==> config.mk <==
export PLATFORM = sky130hd
export DESIGN_NAME = olt_hash
export DESIGN_NICKNAME = d
export VERILOG_FILES = /design/src/rtl/oldest_active_lsn_tracker_macros.svh /design/src/rtl/olt_pkg.sv /design/src/rtl/olt_hash.sv
export SDC_FILE = /design/constraint.sdc
export NUM_CORES = 1
export LEC_CHECK = 0
export BUFFER_PORTS_ARGS = -buffer_cell sky130_fd_sc_hd__buf_2
export CORE_UTILIZATION = 40
export CTS_BUF_LIST = sky130_fd_sc_hd__clkbuf_16
export DETAILED_ROUTE_END_ITERATION = 10
export GPL_TIMING_DRIVEN = 0
export PLACE_DENSITY = 0.59
export SYNTH_ARGS = -nofsm -noshare
export SYNTH_HDL_FRONTEND = slang
export SYNTH_SLANG_ARGS = --single-unit
==> constraint.sdc <==
create_clock -name clk_i -period 5.25 [get_ports clk_i]
set_input_delay 0.525 -clock clk_i [delete_from_list [all_inputs] [get_ports clk_i]]
set_output_delay 0.525 -clock clk_i [all_outputs]
set_load 0.01 [all_outputs]
==> src/rtl/oldest_active_lsn_tracker_macros.svh <==
// ----------------------------------------------------------------------------
// Oldest active LSN tracker: assertion macros
// Concurrent assertion wrappers, removed when SYNTHESIS is defined.
// ----------------------------------------------------------------------------
`ifndef OLDEST_ACTIVE_LSN_TRACKER_MACROS_SVH
`define OLDEST_ACTIVE_LSN_TRACKER_MACROS_SVH

`ifndef SYNTHESIS
`define OLT_ASSERT(name, clk, rstn, prop) \
  name: assert property (@(posedge clk) disable iff (!rstn) (prop)) \
    else $error("tracker assertion failed");
`define OLT_ASSERT_IMPL(name, clk, rstn, ante, cons) \
  name: assert property (@(posedge clk) disable iff (!rstn) (ante) |-> (cons)) \
    else $error("tracker implication failed");
`define OLT_ASSERT_NEXT(name, clk, rstn, ante, cons) \
  name: assert property (@(posedge clk) disable iff (!rstn) (ante) |=> (cons)) \
    else $error("tracker next-cycle check failed");
`else
`define OLT_ASSERT(name, clk, rstn, prop)
`define OLT_ASSERT_IMPL(name, clk, rstn, ante, cons)
`define OLT_ASSERT_NEXT(name, clk, rstn, ante, cons)
`endif

`endif

==> src/rtl/olt_pkg.sv <==
// ----------------------------------------------------------------------------
// olt_pkg
// Shared constants and types of the oldest active LSN tracker.
// ----------------------------------------------------------------------------
package olt_pkg;

  localparam int BUCKETS  = 61;
  localparam int IDX_W    = (BUCKETS > 1) ? $clog2(BUCKETS) : 1;
  localparam int CNT_W    = $clog2(BUCKETS + 1);
  localparam int TXN_W    = 64;
  localparam int LSN_W    = 64;
  localparam int KIND_W   = 2;

  localparam logic [KIND_W-1:0] KIND_ENTER = 2'd0;
  localparam logic [KIND_W-1:0] KIND_LEAVE = 2'd1;
  localparam logic [KIND_W-1:0] KIND_QUERY = 2'd2;

  typedef struct packed {
    logic             we;
    logic             wvalid;
    logic [IDX_W-1:0] waddr;
    logic [LSN_W-1:0] wdata;
    logic             re;
    logic [IDX_W-1:0] raddr;
  } tbl_req_t;

endpackage

==> src/rtl/olt_hash.sv <==
// ----------------------------------------------------------------------------
// olt_hash
// txn_id mod BUCKETS: a weighted fold of 6-bit chunks registered at the
// start edge, then a compare-subtract ladder split over three stages.
// ----------------------------------------------------------------------------
module olt_hash import olt_pkg::*; (
  input  logic             clk_i,
  input  logic             rst_ni,
  input  logic             start_i,
  input  logic [TXN_W-1:0] txn_i,
  output logic             done_o,
  output logic [IDX_W-1:0] rem_o
);

  localparam int CHUNK_W = 6;
  localparam int CHUNKS  = (TXN_W + CHUNK_W - 1) / CHUNK_W;
  localparam int PAD_W   = CHUNKS * CHUNK_W - TXN_W;
  // fold < CHUNKS * 63 * BUCKETS < BUCKETS << Q_W
  localparam int Q_W     = 10;
  localparam int S_W     = IDX_W + Q_W;

  typedef logic [CHUNKS-1:0][IDX_W-1:0] weights_t;

  // weight of chunk k: 2^(6k) mod BUCKETS
  function automatic weights_t chunk_weights();
    weights_t    w;
    int unsigned c;
    c = 1 % BUCKETS;
    for (int k = 0; k < CHUNKS; k++) begin
      w[k] = IDX_W'(c);
      c    = (c << CHUNK_W) % BUCKETS;
    end
    return w;
  endfunction

  localparam weights_t WEIGHTS = chunk_weights();

  function automatic logic [S_W-1:0] reduce_steps(input logic [S_W-1:0] x,
                                                  input int hi, input int lo);
    logic [S_W-1:0] v;
    logic [S_W-1:0] m;
    v = x;
    for (int k = Q_W - 1; k >= 0; k--) begin
      m = S_W'(BUCKETS) << k;
      if ((k <= hi) && (k >= lo) && (v >= m)) begin
        v = v - m;
      end
    end
    return v;
  endfunction

  logic [CHUNKS*CHUNK_W-1:0] txn_ext;
  logic [S_W-1:0]            fold;
  logic [3:0]                stg_q;
  logic [S_W-1:0]            s0_q;
  logic [S_W-1:0]            s1_q;
  logic [S_W-1:0]            s2_q;
  logic [IDX_W-1:0]          rem_q;

  assign txn_ext = {{PAD_W{1'b0}}, txn_i};

  always_comb begin
    fold = '0;
    for (int k = 0; k < CHUNKS; k++) begin
      fold = fold + S_W'(txn_ext[k*CHUNK_W +: CHUNK_W]) * S_W'(WEIGHTS[k]);
    end
  end

  always_ff @(posedge clk_i or negedge rst_ni) begin
    if (!rst_ni) begin
      stg_q <= '0;
    end else begin
      stg_q <= {stg_q[2:0], start_i};
    end
  end

  always_ff @(posedge clk_i) begin
    if (start_i) begin
      s0_q <= fold;
    end
    if (stg_q[0]) begin
      s1_q <= reduce_steps(s0_q, Q_W - 1, 7);
    end
    if (stg_q[1]) begin
      s2_q <= reduce_steps(s1_q, 6, 4);
    end
    if (stg_q[2]) begin
      rem_q <= IDX_W'(reduce_steps(s2_q, 3, 0));
    end
  end

  assign done_o = stg_q[3];
  assign rem_o  = rem_q;

endmodule

==> impl_metrics.csv, run 1 <==
group,metric,value,unit
logic_synthesis,synth_top_cell_by_area,"fa_1",
logic_synthesis,synth_top_family_by_area,"adder cells",
final_layout,fillers,2589,
logic_synthesis,synth.area.top_cells,"fa_1, ha_1, edfxtp_1",
placement,place_congestion,0.8793,
drt,first_iter_violations,382,
worst_setup_path,crit_fanout,3,
clocking,clk_latency,330,ps
worst_setup_path,crit_top_cell,"fa_1",
floorplan,ioPinCount,74,
logic_synthesis,yosysSeqAreaShare,15.60,%
sta,setup_viol,12,
logic_synthesis,synthXorXnorAreaFrac,6.906,%
placement,numPortBuffers,73,
outcome,violations,"negative setup slack",
global_route,antenna_found_initial,0,
drt,vias,8404,
final_layout,fin_nets,1651,
sta,finalHoldViolations,0,
placement,dpl_cell_area,0.01200,mm^2
worst_setup_path,critPathMaxStageDelay,540,ps
sta,relSlewSlack,47.48,%
drt,wl_per_cell,14.23,um
sta,final.setup.worst_slack,-2231,ps
worst_setup_path,crit_path_start_kind,"input pin",
drt,drc,0,
final_layout,seq_area,0.001722,mm^2
final_layout,final_cell_mix,"inv_1, ha_1, fa_1",
sta,finalCriticalPeriod,7481,ps
final_layout,multi_input_area,0.008611,mm^2
worst_setup_path,cp-end-kind,"flop",
logic_synthesis,synth-edff-count,54,
placement,dp.final_hpwl,19800,um
final_layout,fin_area,0.01303,mm^2
logic_synthesis,synthFlopType,"edfxtp_1",
sta,skew,7.250,ps
final_layout,area_delta_synth_final,18.05,%
clocking,ctsLongestPathBuffers,2,
logic_synthesis,ys_types,90,
clocking,cts_buffers,9,
outcome,status,"finished, violations left",
floorplan,core_area,0.02703,mm^2
sta,min_period_over_period,142.5,%
global_route,grt_use_total,17.49,%
worst_setup_path,worst_path_max_delay_cell,"fa_1",
floorplan,fp.dieH,168.1,um
sta,rsz0062_at_grt,"true",
logic_synthesis,syn_area_per_cell,9.391,um^2
logic_synthesis,ys_seq_elements,58,
sta,slew_violations,0,
global_route,grt_pass1_vias,8555,
worst_setup_path,r2r_cells,22,
run,maxCapViolations,0,
drt,vias_per_cell,5.078,
logic_synthesis,synth_warnings,0,
logic_synthesis,syn_area,0.01103,mm^2
logic_synthesis,syn_inst,1175,
global_route,grt_max_degree,18,
hold_path,holdCritPathClass,"in2async",
drt,routed_wl,23550,um
clocking,clk_pin_slew,50,ps
floorplan,die-area,0.02825,mm^2
floorplan,die_w,168.1,um
final_layout,drive_gt1_share,21.08,%
final_layout,antenna_cells,0,
drt,drt_pass1_iterations,4,
logic_synthesis,synth-simple-area-share,11.58,%
sta,tightest_slew,765.8,ps
sta,fmax,0.1337,GHz
worst_setup_path,critPathArrivalTime,7560,ps
clocking,cts.sinks,58,
logic_synthesis,synth.net_count,1517,
clocking,root_buffer,"clkbuf_16",
worst_setup_path,criticalPathCategory,"in2reg",
clocking,tritoncts,"built",
final_layout,fin_cells,1655,
floorplan,initial_core_util,40.83,%
drt,ant_nets,0,
placement,placed_cells,1589,
final_layout,final_common_cell,"inv_1",
worst_setup_path,required,5330,ps
logic_synthesis,muxShareOfSynthArea,1.202,%
global_route,grt_pass1_wl,40080,um
logic_synthesis,yosysTopAreaCellShare,23.40,%
logic_synthesis,synthAdderAreaFrac,39.96,%
clocking,htree_levels,3,
floorplan,rows,60,
global_route,grt_overflow,0,
logic_synthesis,synth_compound_area_share,14.79,%
logic_synthesis,ys_async_sr_fraction,6.897,%
[layer usage]
metal,up-vias,track usage (%),part of all wire (%)
met1,4078,22.02,45
met4,0,3.439,1.0
met2,121,32.74,52
met5,-,0,0
met3,14,1.340,2.3
li1,4191,-,-
[stage by stage]
stage	utilization, %	setup slack, ps	hold slack (ps)	TNS (ps)
finish	48.20	-2231	5.360	-20470
global route	48.20	-2480	0.5781	-23030
CTS	47.25	-2205	1.936	-19690
detailed placement	44.38	-2784	348.3	-31170
global placement	44.38	-2752	347.1	-30820
floorplan	-	-2237	229.4	-19330
[cells in the mapped netlist (all sizes together), types with 4 or more instances]
master / instances
a211oi: 10
a21o: 20
a21oi: 52
a22oi: 4
a31o: 4
a31oi: 5
and2: 8
and3: 4
buf: 12
clkbuf: 8
dfrtp: 4
edfxtp: 54
fa: 129
ha: 146
inv: 268
mux2i: 11
nand2: 47
nand2b: 14
nand3: 11
nand4: 6
nor2: 63
nor2b: 8
nor3: 20
nor3b: 8
nor4: 9
o2111ai: 6
o211ai: 11
o21a: 11
o21ai: 38
o21bai: 9
o31ai: 8
or2: 10
or3: 9
or4: 5
xnor2: 59
xor2: 28
[cell type report]
type                    instances  area share [%]
clock buffers                   9           1.729
flip-flops and latches         58           13.22
multi-input cells             829           66.10
plain buffers                  18          0.6628
repair buffers                125           6.512
clock inverters                 7          0.7300
inverters                     268           7.771
well taps                     341           3.275
[final timing paths]
| check | slack [ps] | to | start |
|---|---|---|---|
| setup / recovery | -2230 | s0_q[15] | txn_i[31] |
| hold / removal | 5 | stg_q[3] | rst_ni |
| setup reg to reg | 200 | rem_o[2] | s2_q[4] |
| hold reg to reg | 450 | s1_q[5] | s0_q[5] |
| max in group asynchronous | 5110 | stg_q[1] | rst_ni |
| min in group clk_i | 450 | s1_q[5] | s0_q[5] |
[registers in the layout, summed over array words and instances, names as in the netlist]
register  cells
s0_q         16
s1_q         16
s2_q         16
rem_o         6
stg_q         4
[cell families (layout without fill, tap and decap cells)]
family                   after synthesis  count (layout)
AO/OA/AOI/OAI                        218             218
XOR/XNOR                              87              87
adder cells (fa/ha/maj)              275             275
buffers and inverters                288             427
flip-flops                            58              58
multiplexers                          13              13
AND/OR/NAND/NOR                      236             236
[worst max-delay path, delay by kind of cell]
| family | cells | cell delay [ps] |
|---|---|---|
| compound gates | 7 | 940 |
| fa+ha+maj | 11 | 5170 |
| simple gates | 5 | 520 |
| buf+inv | 7 | 400 |
[what timing repair did]
action / CTS / global route
buffers inserted: 31 / 22
setup endpoints to repair: 29 / 26
hold buffers: 0 / 0
pin swaps: 48 / 20
gates cloned: 0 / 0
gates resized for setup: 60 / 28
endpoints found under the hold margin: 0 / 0
Power of run 1 is not shown: default switching activity piles up to over one toggle a cycle in this logic, so the estimate is an artifact.
==> run 2, diff against run 1 <==
Settings changed: PLACE_DENSITY 0.59 to 0.57.
Clock period 5.25 ns to 7.8 ns, I/O delays scaled along.
==> run 2 against run 1 <==
The flow now finishes without violations. Core utilization decreased by 2.4 points. Die area unchanged. Global-route usage down 0.18 points. Via count down 3.0%. First-iteration DRC count decreased by 9.7%. Critical path depth stayed put. Non-clock buffer count shrank 42. Flip-flop and latch count stayed put. Worst hold slack better by 250 ps. Register-to-register slack better by 1700 ps. Worst setup slack gained 2200 ps. Cell count decreased by 2.5%. Highest routed layer unchanged.
==> impl_metrics.csv, run 2 (synthesis gave the netlist of run 1 again) <==
group,metric,value,unit
outcome,status,"completed",
sta,fmax,0.1285,GHz
final_layout,final_cell_mix,"inv_1, ha_1, fa_1",
worst_setup_path,r2r_cells,20,
floorplan,core_area,0.02703,mm^2
drt,wl_per_cell,14.36,um
worst_setup_path,required,7880,ps
final_layout,fin_util,45.77,%
clocking,cts_buffers,9,
final_layout,antenna_cells,0,
worst_setup_path,rr_startpoint,"s2_q[4]",
sta,rsz0062_at_grt,"true",
clocking,tritoncts,"built",
final_layout,drive_gt1_share,14.78,%
final_layout,multi_input_area,0.008389,mm^2
clocking,ctsLongestPathBuffers,2,
placement,place_congestion,0.8736,
drt,first_iter_violations,345,
sta,finalHoldViolations,0,
floorplan,die_w,168.1,um
global_route,antenna_found_initial,0,
run,maxCapViolations,0,
placement,dp.final_hpwl,20210,um
sta,final.setup.worst_slack,17.97,ps
worst_setup_path,r2r_slack,1920,ps
floorplan,rows,60,
final_layout,fillers,2651,
final_layout,fin_nets,1609,
clocking,clk_pin_slew,50,ps
drt,drc,0,
drt,routed_wl,23160,um
clocking,root_buffer,"clkbuf_16",
placement,post-place-ws,-588.7,ps
final_layout,fin_cells,1613,
sta,skew,8.555,ps
worst_setup_path,crit_path_start_kind,"input pin",
placement,placed_cells,1589,
sta,tightest_slew,1006,ps
worst_setup_path,crit_top_cell,"fa_1",
placement,numPortBuffers,73,
global_route,grt_use_total,17.31,%
global_route,grt_overflow,0,
clocking,cts.sinks,58,
drt,vias,8156,
global_route,grt_pass1_wl,39140,um
worst_setup_path,cp-end-kind,"flop",
final_layout,area_delta_synth_final,12.10,%
floorplan,ioPinCount,74,
final_layout,fin_area,0.01237,mm^2
drt,ant_nets,0,
floorplan,initial_core_util,40.83,%
worst_setup_path,criticalPathCategory,"in2reg",
final_layout,top_regs,"s0_q (16), s1_q (16), s2_q (16)",
global_route,grt_max_degree,18,
hold_path,holdCritPathClass,"in2async",
final_layout,seq_area,0.001722,mm^2
worst_setup_path,critPathMaxStageDelay,570,ps
drt,drt_pass1_iterations,5,
global_route,grt_pass1_vias,8269,
worst_setup_path,crit_fanout,4,
sta,finalCriticalPeriod,7782,ps
worst_setup_path,worst_path_max_delay_cell,"fa_1",
sta,setup_viol,0,
placement,dpl_cell_area,0.01194,mm^2
final_layout,final_common_cell,"inv_1",
sta,min_period_over_period,99.77,%
floorplan,fp.dieH,168.1,um
worst_setup_path,critPathArrivalTime,7860,ps
floorplan,die-area,0.02825,mm^2
worst_setup_path,r2r-end,"rem_o[2]",
drt,vias_per_cell,5.056,
clocking,htree_levels,3,
clocking,clk_latency,330,ps
clocking,cts.hold.buffers_added,0,
sta,relSlewSlack,32.33,%
sta,slew_violations,0,
[run 2: changes by cell type in the layout (fill, tap and decap cells not counted), moves of 4 or more]
cell | before | now
inv_2 | 19 | 9
ha_4 | 14 | 8
buf_4 | 45 | 11
nor2_1 | 57 | 62
inv_1 | 248 | 260
buf_6 | 12 | 2
nor2_2 | 5 | 1
ha_1 | 129 | 138
[run 2: how the worst max path moves through the flow]
stage | startpoint | endpoint | slack [ps]
floorplan | txn_i[32] | s0_q[15] | 4
detailed placement | txn_i[37] | s0_q[14] | -590
global route | txn_i[38] | s0_q[14] | -260
finish | txn_i[38] | s0_q[15] | 20
CTS | txn_i[38] | s0_q[15] | -4
global placement | txn_i[37] | s0_q[15] | -600
[run 2: through the flow]
step	hold WS (ps)	setup TNS, ps
finish	254.7	0
global route	255.0	-724.1
CTS	247.4	-7.272
detailed placement	427.1	-2254
global placement	430.7	-2213
floorplan	416.9	0
[run 2: layout make-up]
cell class,count,area share (%)
Multi-Input combinational cell,829,67.82
Sequential cell,58,13.92
Inverter,268,8.153
Timing Repair Buffer,81,3.642
Tap cell,341,3.449
Clock buffer,9,1.821
Buffer,20,0.7586
Clock inverter,7,0.4350
[run 2: routing by layer]
layer  wire, um  vias to the layer above  GRT usage, %
li1           -                     4111             -
met1      10720                     3908         21.91
met2      11580                      113         31.38
met3        494                       24         1.598
met4        364                        0         4.862
met5          0                        -             0
[run 2: repair_timing]
action                                  in CTS  in global routing
endpoints found under the hold margin        0                  0
setup buffers                                8                  0
gates resized for setup                     25                  8
endpoints found under the setup margin       3                  5
pin swaps                                   29                  5
[run 2: critical path, delay by kind of cell]
kind,cells,cell delay [ps]
simple gates,4,350
compound gates,7,1060
buf+inv,6,300
fa+ha+maj,12,5270
xor+xnor,1,100
Power of run 2 is left out for the same reason.
==> run 3, diff against run 2 <==
Settings changed: RECOVER_POWER set to 25.
==> run 3 against run 2 <==
Critical path depth is the same. Critical path type unchanged. Global-route usage is the same. Sequential share of layout area is essentially flat. Critical endpoint unchanged. Fmax is essentially flat.
==> impl_metrics.csv, run 3 (synthesis gave the netlist of run 1 again) <==
group,metric,value,unit
global_route,antenna_found_initial,0,
worst_setup_path,rr_startpoint,"s2_q[4]",
worst_setup_path,worst_path_max_delay_cell,"fa_1",
sta,hold_slack,292.1,ps
sta,fmax,0.1285,GHz
final_layout,final_common_cell,"inv_1",
floorplan,die_w,168.1,um
global_route,grt_pass1_vias,8269,
global_route,grt_use_total,17.31,%
outcome,status,"completed",
sta,rsz0062_at_grt,"true",
drt,drc,0,
floorplan,ioPinCount,74,
worst_setup_path,r2r_slack,1910,ps
clocking,clk_latency,330,ps
hold_path,holdCritPathClass,"in2async",
global_route,grt_max_degree,18,
floorplan,fp.dieH,168.1,um
final_layout,final_cell_mix,"inv_1, ha_1, fa_1",
sta,finalCriticalPeriod,7782,ps
final_layout,area_delta_synth_final,12.08,%
placement,place_congestion,0.8736,
floorplan,rows,60,
worst_setup_path,critPathArrivalTime,7860,ps
sta,slew_violations,0,
worst_setup_path,crit_top_cell,"fa_1",
sta,min_period_over_period,99.77,%
sta,finalHoldViolations,0,
clocking,ctsLongestPathBuffers,2,
worst_setup_path,required,7880,ps
clocking,clk_pin_slew,50,ps
worst_setup_path,cp-end-kind,"flop",
worst_setup_path,crit_path_start_kind,"input pin",
clocking,tritoncts,"built",
drt,first_iter_violations,343,
final_layout,antenna_cells,0,
placement,numPortBuffers,73,
clocking,htree_levels,3,
drt,vias,8170,
final_layout,fin_nets,1609,
global_route,grt_overflow,0,
floorplan,die-area,0.02825,mm^2
worst_setup_path,r2r-end,"rem_o[2]",
worst_setup_path,r2r_cells,20,
floorplan,core_area,0.02703,mm^2
worst_setup_path,critPathMaxStageDelay,570,ps
run,maxCapViolations,0,
worst_setup_path,criticalPathCategory,"in2reg",
final_layout,drive_gt1_share,14.62,%
sta,tightest_slew,1006,ps
final_layout,top_regs,"s0_q (16), s1_q (16), s2_q (16)",
clocking,root_buffer,"clkbuf_16",
placement,dp.final_hpwl,20210,um
global_route,grt_pass1_wl,39140,um
worst_setup_path,crit_fanout,4,
clocking,cts.hold.buffers_added,0,
drt,routed_wl,23180,um
sta,skew,8.614,ps
floorplan,initial_core_util,40.83,%
drt,ant_nets,0,
clocking,cts.sinks,58,
drt,drt_pass1_iterations,5,
sta,relSlewSlack,32.33,%
sta,setup_viol,0,
drt,vias_per_cell,5.065,
clocking,cts_buffers,9,
drt,wl_per_cell,14.37,um
==> run 3: worst max path at each step <==
stage                         start  endpoint  slack [ps]  depth (start not counted)
after floorplan           txn_i[32]  s0_q[15]           4                         29
after global placement    txn_i[37]  s0_q[15]        -600                         31
after detailed placement  txn_i[37]  s0_q[14]        -590                         32
after CTS                 txn_i[38]  s0_q[15]          -4                         30
after global routing      txn_i[38]  s0_q[14]        -260                         32
final                     txn_i[38]  s0_q[15]          20                         30
==> run 3: critical path, delay by kind of cell <==
family                   cells  cell delay [ps]
buffers and inverters        6              300
AO/OA/AOI/OAI                7             1060
adder cells (fa/ha/maj)     12             5270
XOR/XNOR                     1              100
AND/OR/NAND/NOR              4              350
==> run 3: per-layer routing <==
layer | global-route usage (%) | share of wire [%]
met5 | 0 | 0
met4 | 4.862 | 1.6
met3 | 1.598 | 2.0
met2 | 31.38 | 50
met1 | 21.91 | 46
==> run 3: what timing repair did <==
| action | 4_1_cts | 5_1_grt |
|---|---|---|
| setup endpoints to repair | 3 | 5 |
| pin swaps | 29 | 5 |
| resized for setup | 25 | 8 |
| setup buffers | 8 | 0 |
| gates cloned | 0 | 0 |
==> run 3: area by class of cell <==
| cell class | instances | area [um^2] |
|---|---|---|
| Multi-Input combinational cell | 829 | 8389 |
| Fill cell | 2652 | 14660 |
| Clock inverter | 7 | 53.80 |
| Sequential cell | 58 | 1722 |
| Timing Repair Buffer | 81 | 447.9 |
| Clock buffer | 9 | 225.2 |
| Buffer | 20 | 93.84 |
| Tap cell | 341 | 426.7 |
| Inverter | 268 | 1008 |
==> run 3: per-stage QoR <==
stage               area, um^2  setup WS (ps)  util [%]  instances  TNS, ps
finish                   12370          18.02     45.76       1613        0
global route             12370         -261.3     45.76       1613   -724.1
CTS                      12330         -4.048     45.63       1613   -7.272
detailed placement       11940         -588.7     44.19       1589    -2254
global placement         11940         -598.4     44.19       1589    -2213
floorplan                11150          3.898         -       1175        0
Power of run 3 is left out for the same reason.
